<file path="src/lpfd_pkg.sv">
// Package with the shared types and constants of the length-prefixed frame decoder.
package lpfd_pkg;

  localparam int unsigned HDR_BYTES = 16;
  localparam int unsigned LEN_END = 4;
  localparam int unsigned TYPE_END = 8;
  localparam int unsigned IDX_W = $clog2(HDR_BYTES);

  localparam logic [31:0] MAX_BODY_RESET = 32'd65536;

  localparam logic [1:0] KIND_HEADER = 2'd0;
  localparam logic [1:0] KIND_PAYLOAD = 2'd1;
  localparam logic [1:0] KIND_ERROR = 2'd2;

  typedef enum logic [1:0] {
    PH_HEADER  = 2'd0,
    PH_PAYLOAD = 2'd1,
    PH_DROP    = 2'd2
  } phase_t;

  typedef struct packed {
    logic [1:0]  kind;
    logic [31:0] msg_type;
    logic [63:0] msg_id;
    logic [31:0] body_length;
    logic [7:0]  payload_byte;
    logic        last;
  } result_t;

endpackage

</file>
<file path="src/length_prefixed_frame_decoder.sv">
// Top level of the length-prefixed frame decoder: header parser and payload counter.
//
// The block takes a byte stream on data_byte, one byte per item, accepted at a
// clock edge with data_valid high and data_stall low. Each message starts with
// a 16-byte big-endian header: body length, message type and message id.
// After the last header byte one result item comes out: a header result, or a
// length error when the body length exceeds max_body_length. Each payload byte
// then gives one payload result; last marks the final item of a message.
// After a length error every byte is consumed without a result until reset.
// A result appears on the output channel in the cycle after the byte that causes
// it is accepted, and one byte is accepted in every cycle with data_valid high and data_stall low.
// The output register holds a result while result_stall is high; data_stall is
// raised only while that register is full and the receiver stalls.
// Reset sets max_body_length to 65536 and returns to the header phase.
// cfg_we writes cfg_data into max_body_length; it is used at the next header.
module length_prefixed_frame_decoder
  import lpfd_pkg::*;
(
  input  logic        clk,
  input  logic        rst,
  input  logic        cfg_we,
  input  logic [31:0] cfg_data,
  input  logic        data_valid,
  output logic        data_stall,
  input  logic [7:0]  data_byte,
  output logic        result_valid,
  input  logic        result_stall,
  output logic [1:0]  kind,
  output logic [31:0] msg_type,
  output logic [63:0] msg_id,
  output logic [31:0] body_length,
  output logic [7:0]  payload_byte,
  output logic        last
);

  logic [31:0]      max_body_length;
  phase_t           phase, phase_next;
  logic [IDX_W-1:0] header_index, header_index_next;
  logic [31:0]      length_shift, length_shift_next;
  logic [31:0]      type_shift, type_shift_next;
  logic [63:0]      id_shift, id_shift_next;
  logic [31:0]      bytes_remaining, bytes_remaining_next;
  logic             accept;
  logic             emit;
  result_t          res;
  result_t          held;

  assign data_stall = result_valid & result_stall;
  assign accept = data_valid & ~data_stall;

  always_ff @(posedge clk) begin
    if (rst) begin
      max_body_length <= MAX_BODY_RESET;
    end else if (cfg_we) begin
      max_body_length <= cfg_data;
    end
  end

  always_ff @(posedge clk) begin
    if (rst) begin
      phase           <= PH_HEADER;
      header_index    <= '0;
      length_shift    <= '0;
      type_shift      <= '0;
      id_shift        <= '0;
      bytes_remaining <= '0;
    end else if (accept) begin
      phase           <= phase_next;
      header_index    <= header_index_next;
      length_shift    <= length_shift_next;
      type_shift      <= type_shift_next;
      id_shift        <= id_shift_next;
      bytes_remaining <= bytes_remaining_next;
    end
  end

  always_comb begin
    phase_next           = phase;
    header_index_next    = header_index;
    length_shift_next    = length_shift;
    type_shift_next      = type_shift;
    id_shift_next        = id_shift;
    bytes_remaining_next = bytes_remaining;
    emit                 = 1'b0;
    res                  = '0;
    case (phase)
      PH_PAYLOAD: begin
        bytes_remaining_next = bytes_remaining - 32'd1;
        emit                 = 1'b1;
        res.kind             = KIND_PAYLOAD;
        res.payload_byte     = data_byte;
        res.last             = (bytes_remaining_next == '0);
        if (bytes_remaining_next == '0) begin
          phase_next = PH_HEADER;
        end
      end
      PH_HEADER: begin
        header_index_next = header_index + 1'b1;
        if (header_index < IDX_W'(LEN_END)) begin
          length_shift_next = {length_shift[23:0], data_byte};
        end else if (header_index < IDX_W'(TYPE_END)) begin
          type_shift_next = {type_shift[23:0], data_byte};
        end else begin
          id_shift_next = {id_shift[55:0], data_byte};
        end
        if (header_index == IDX_W'(HDR_BYTES - 1)) begin
          emit = 1'b1;
          if (length_shift > max_body_length) begin
            phase_next      = PH_DROP;
            res.kind        = KIND_ERROR;
            res.body_length = length_shift;
            res.last        = 1'b1;
          end else begin
            res.kind        = KIND_HEADER;
            res.msg_type    = type_shift;
            res.msg_id      = id_shift_next;
            res.body_length = length_shift;
            res.last        = (length_shift == '0);
            if (length_shift != '0) begin
              phase_next           = PH_PAYLOAD;
              bytes_remaining_next = length_shift;
            end
          end
        end
      end
      default: begin
        emit = 1'b0;
      end
    endcase
  end

  lpfd_out_stage u_out_stage (
    .clk          (clk),
    .rst          (rst),
    .load         (accept & emit),
    .res          (res),
    .result_stall (result_stall),
    .result_valid (result_valid),
    .held         (held)
  );

  assign kind         = held.kind;
  assign msg_type     = held.msg_type;
  assign msg_id       = held.msg_id;
  assign body_length  = held.body_length;
  assign payload_byte = held.payload_byte;
  assign last         = held.last;

endmodule

</file>
<file path="src/lpfd_out_stage.sv">
// Output register that holds one result item until the receiver takes it.
module lpfd_out_stage
  import lpfd_pkg::*;
(
  input  logic    clk,
  input  logic    rst,
  input  logic    load,
  input  result_t res,
  input  logic    result_stall,
  output logic    result_valid,
  output result_t held
);

  always_ff @(posedge clk) begin
    if (rst) begin
      result_valid <= 1'b0;
    end else if (load) begin
      result_valid <= 1'b1;
    end else if (!result_stall) begin
      result_valid <= 1'b0;
    end
  end

  always_ff @(posedge clk) begin
    if (load) begin
      held <= res;
    end
  end

endmodule
</file>
<file path="config.mk">
export PLATFORM = sky130hd
export DESIGN_NAME = length_prefixed_frame_decoder
export DESIGN_NICKNAME = d
export VERILOG_FILES = /design/src/lpfd_pkg.sv /design/src/length_prefixed_frame_decoder.sv /design/src/lpfd_out_stage.sv
export SDC_FILE = /design/constraint.sdc
export NUM_CORES = 1
export LEC_CHECK = 0
export ABC_AREA = 1
export BUFFER_PORTS_ARGS = -buffer_cell sky130_fd_sc_hd__buf_2
export CAP_MARGIN = 20
export CORE_MARGIN = 4
export CORE_UTILIZATION = 58
export CTS_CLUSTER_DIAMETER = 150
export CTS_CLUSTER_SIZE = 40
export DETAILED_ROUTE_END_ITERATION = 7
export GPL_ROUTABILITY_DRIVEN = 0
export PLACE_DENSITY = 0.8
export SETUP_SLACK_MARGIN = 0.4
export SLEW_MARGIN = 30
export SYNTH_ARGS = -nofsm -noshare
export SYNTH_HDL_FRONTEND = slang
export SYNTH_SLANG_ARGS = --single-unit
</file>
<file path="constraint.sdc">
create_clock -name clk -period 4.6 [get_ports clk]
set_clock_uncertainty 0.05 [all_clocks]
set_input_delay 0.92 -clock clk [delete_from_list [all_inputs] [get_ports clk]]
set_output_delay 0.92 -clock clk [all_outputs]
set_load 0.01 [all_outputs]
</file>
==> out/metrics.csv <==
metric;value;unit
outcome;finished, final reports clean;
CP startpoint;bytes_remaining[0];
Largest stage delay, worst path;0.62;ns
setup_tns;0;ns
Critical R2R Launch;bytes_remaining[0];
Yosys reg bits;338;
die width;168;um
IO buf count;185;
initial antenna violation count;1;
ANT cells;0;
DRC Markers;0;
most common cell after layout, fill and taps aside;nor2_1;
later-pin clock latency in the skew report;0.53;ns
fmax;0.336;GHz
Die Y;168;um
max-cap violations;0;
Final Util;64.6;%
Post-CTS Resized;0;
share of cells above drive strength 1;13.4;%
Worst Setup End Kind;flop;
worst path arrival time;3.35;ns
Clock Sinks;338;
final worst slack;1.63;ns
sequential share of the synthesized area;55.1;%
clk slew on worst S/H paths;0.15;ns
warning count from the yosys run;0;
Rows;58;
area grow syn2layout;9.56;%
RSZ-0062 raised after global routing;no;
post-synthesis cell area;0.0148;mm2
CTS buffer count;12;
Post-CTS Hold Buffers;0;
Total Wirelength;35900;um
FILL cells;2104;
Placed Cells;2133;
synth unique cells;40;
min Tclk post-route;2.97;ns
Worst-Margin Slew;0.968;ns
ys async rst share;0;%
Net Count, Synth;1776;
maximum vdd drop;0.000265;V
Final Power;5.10;mW
CP most frequent cell;nand2_1;
Final Cycle Share;64.6;%
Pleak;6.98;nW
hpwl dp;24900;um
total gr overflow;0;
DR vias/cell;5.56;
Core Area;0.0251;mm2
Hold WS;0.424;ns
CP max-delay cell;nor2_1;
Initial Util;58.9;%
GRT Total Usage;24.7;%
Final nets;1897;
worst slack at placement;1.77;ns
CP Cell Sequence;inv_1 > ha_1 > nand2_1 > nor2_1 > nand2_1 > o21ai_0 > nand2_1 > nor2_1 > nand2_1 > nor2_1 > nand3_1 > nand2_1 > nand3_1 > nand2_1 > nor2_1;
I/O Pins;186;
post-route cell area;0.0162;mm2
First-pass DRT Iterations;6;
clock root cell;clkbuf_16;
cells after synthesis;1696;
Syn Area/Cell;8.73;um2
first-pass GRT wire length;57400;um
H-tree depth;1;
final hold vios;0;
Max Transition Viols Final;0;
Worst Hold Launch;max_body_length[8];
vias in the first global route;11300;
CTS tree;yes;
Critical Path Fanout Max;11;
Longest Clk Path Bufs;3;
final cell count without fillers;2153;
Post-CTS Setup Inserts;0;
DR WL/cell;16.7;um
Worst slew margin;35.5;%
EDFF count, synth;139;
Top FF cell, synth;dfxtp_1;
CP Launch Type;flop;
Via Count;12000;
Final Setup Violations;0;
Antenna Nets Post-Route;0;
PwrDens;314;mW/mm2
largest net degree at the start of global routing;146;
die area;0.0281;mm2
DRT iter0 DRCs;1032;
WP data required;4.98;ns
Placed Area;0.0158;mm2
leading cell types in the layout, fill and taps excluded;nor2_1 (317), nand2_1 (244), dfxtp_1 (198);
Setup Crit Path Kind;reg2reg;
Tightest Hold Check Type;reg2reg;
==> flip-flops by register name, indices dropped and copies added (netlist names) <==
register	flops
bytes_remaining	32
header_index	4
id_shift	64
length_shift	32
max_body_length	32
phase	2
type_shift	32
u_out_stage.held	139
u_out_stage.result_valid	1
==> final timing paths <==
check,end,slack [ns],depth (start not counted)
max,phase[1],1.63,15
min,max_body_length[8],0.42,2
max reg2reg,phase[1],1.63,15
min reg2reg,max_body_length[8],0.42,2
==> cell usage after synthesis (16+ instances only) <==
master      n  area share [%]
nand3_1    27            0.91
o21ai_0   157             5.3
ha_1       35             3.0
a21oi_1   142             4.8
buf_2      16            0.54
nand4_1    21            0.89
clkbuf_1   59             1.5
dfxtp_1   199              27
inv_1     164             4.2
nor2_1    317             8.0
nand2_1   245             6.2
mux2i_1    38             2.6
a211oi_1   64             3.2
edfxtp_1  139              28
==> critical path: cells and delay by family (launching register included) <==
kind	cells	cell delay, ns
flip-flops	1	0.35
buffers and inverters	1	0.11
adder cells (fa/ha/maj)	1	0.23
AND/OR/NAND/NOR	12	1.92
AO/OA/AOI/OAI	1	0.23
==> area by class of cell <==
class	instances	area, um2	share of cell area (%)
flip-flops and latches	338	8160	50.3
multi-input cells	1094	5570	34.4
repair buffers	197	1030	6.34
inverters	174	663	4.09
well taps	330	413	2.55
clock buffers	19	348	2.15
clock inverters	1	30.0	0.185
==> where the power goes <==
part	internal [mW]	total [mW]	switching (mW)
registers	3.18	3.24	0.0592
clock network	0.547	1.45	0.898
logic	0.140	0.417	0.277
==> logic make-up after synthesis <==
logic type                 share of synthesized area, %
muxes                                              2.57
DFF                                                55.1
adders and majority gates                          2.96
AOI/OAI and AO/OA                                  13.9
xor gates and xnor gates                          0.296
buffers and inverters                              7.35
and+or+nand+nor                                    17.8
==> routing by layer <==
metal / global-route usage (%) / routed length (um) / vias up
li1: - / - / 5877
met1: 32.2 / 14600 / 5556
met2: 42.5 / 17400 / 455
met3: 2.93 / 2460 / 88
met4: 9.42 / 1510 / 2
met5: 0 / 13 / -
No activity file was read; power rests on OpenSTA's default activity.
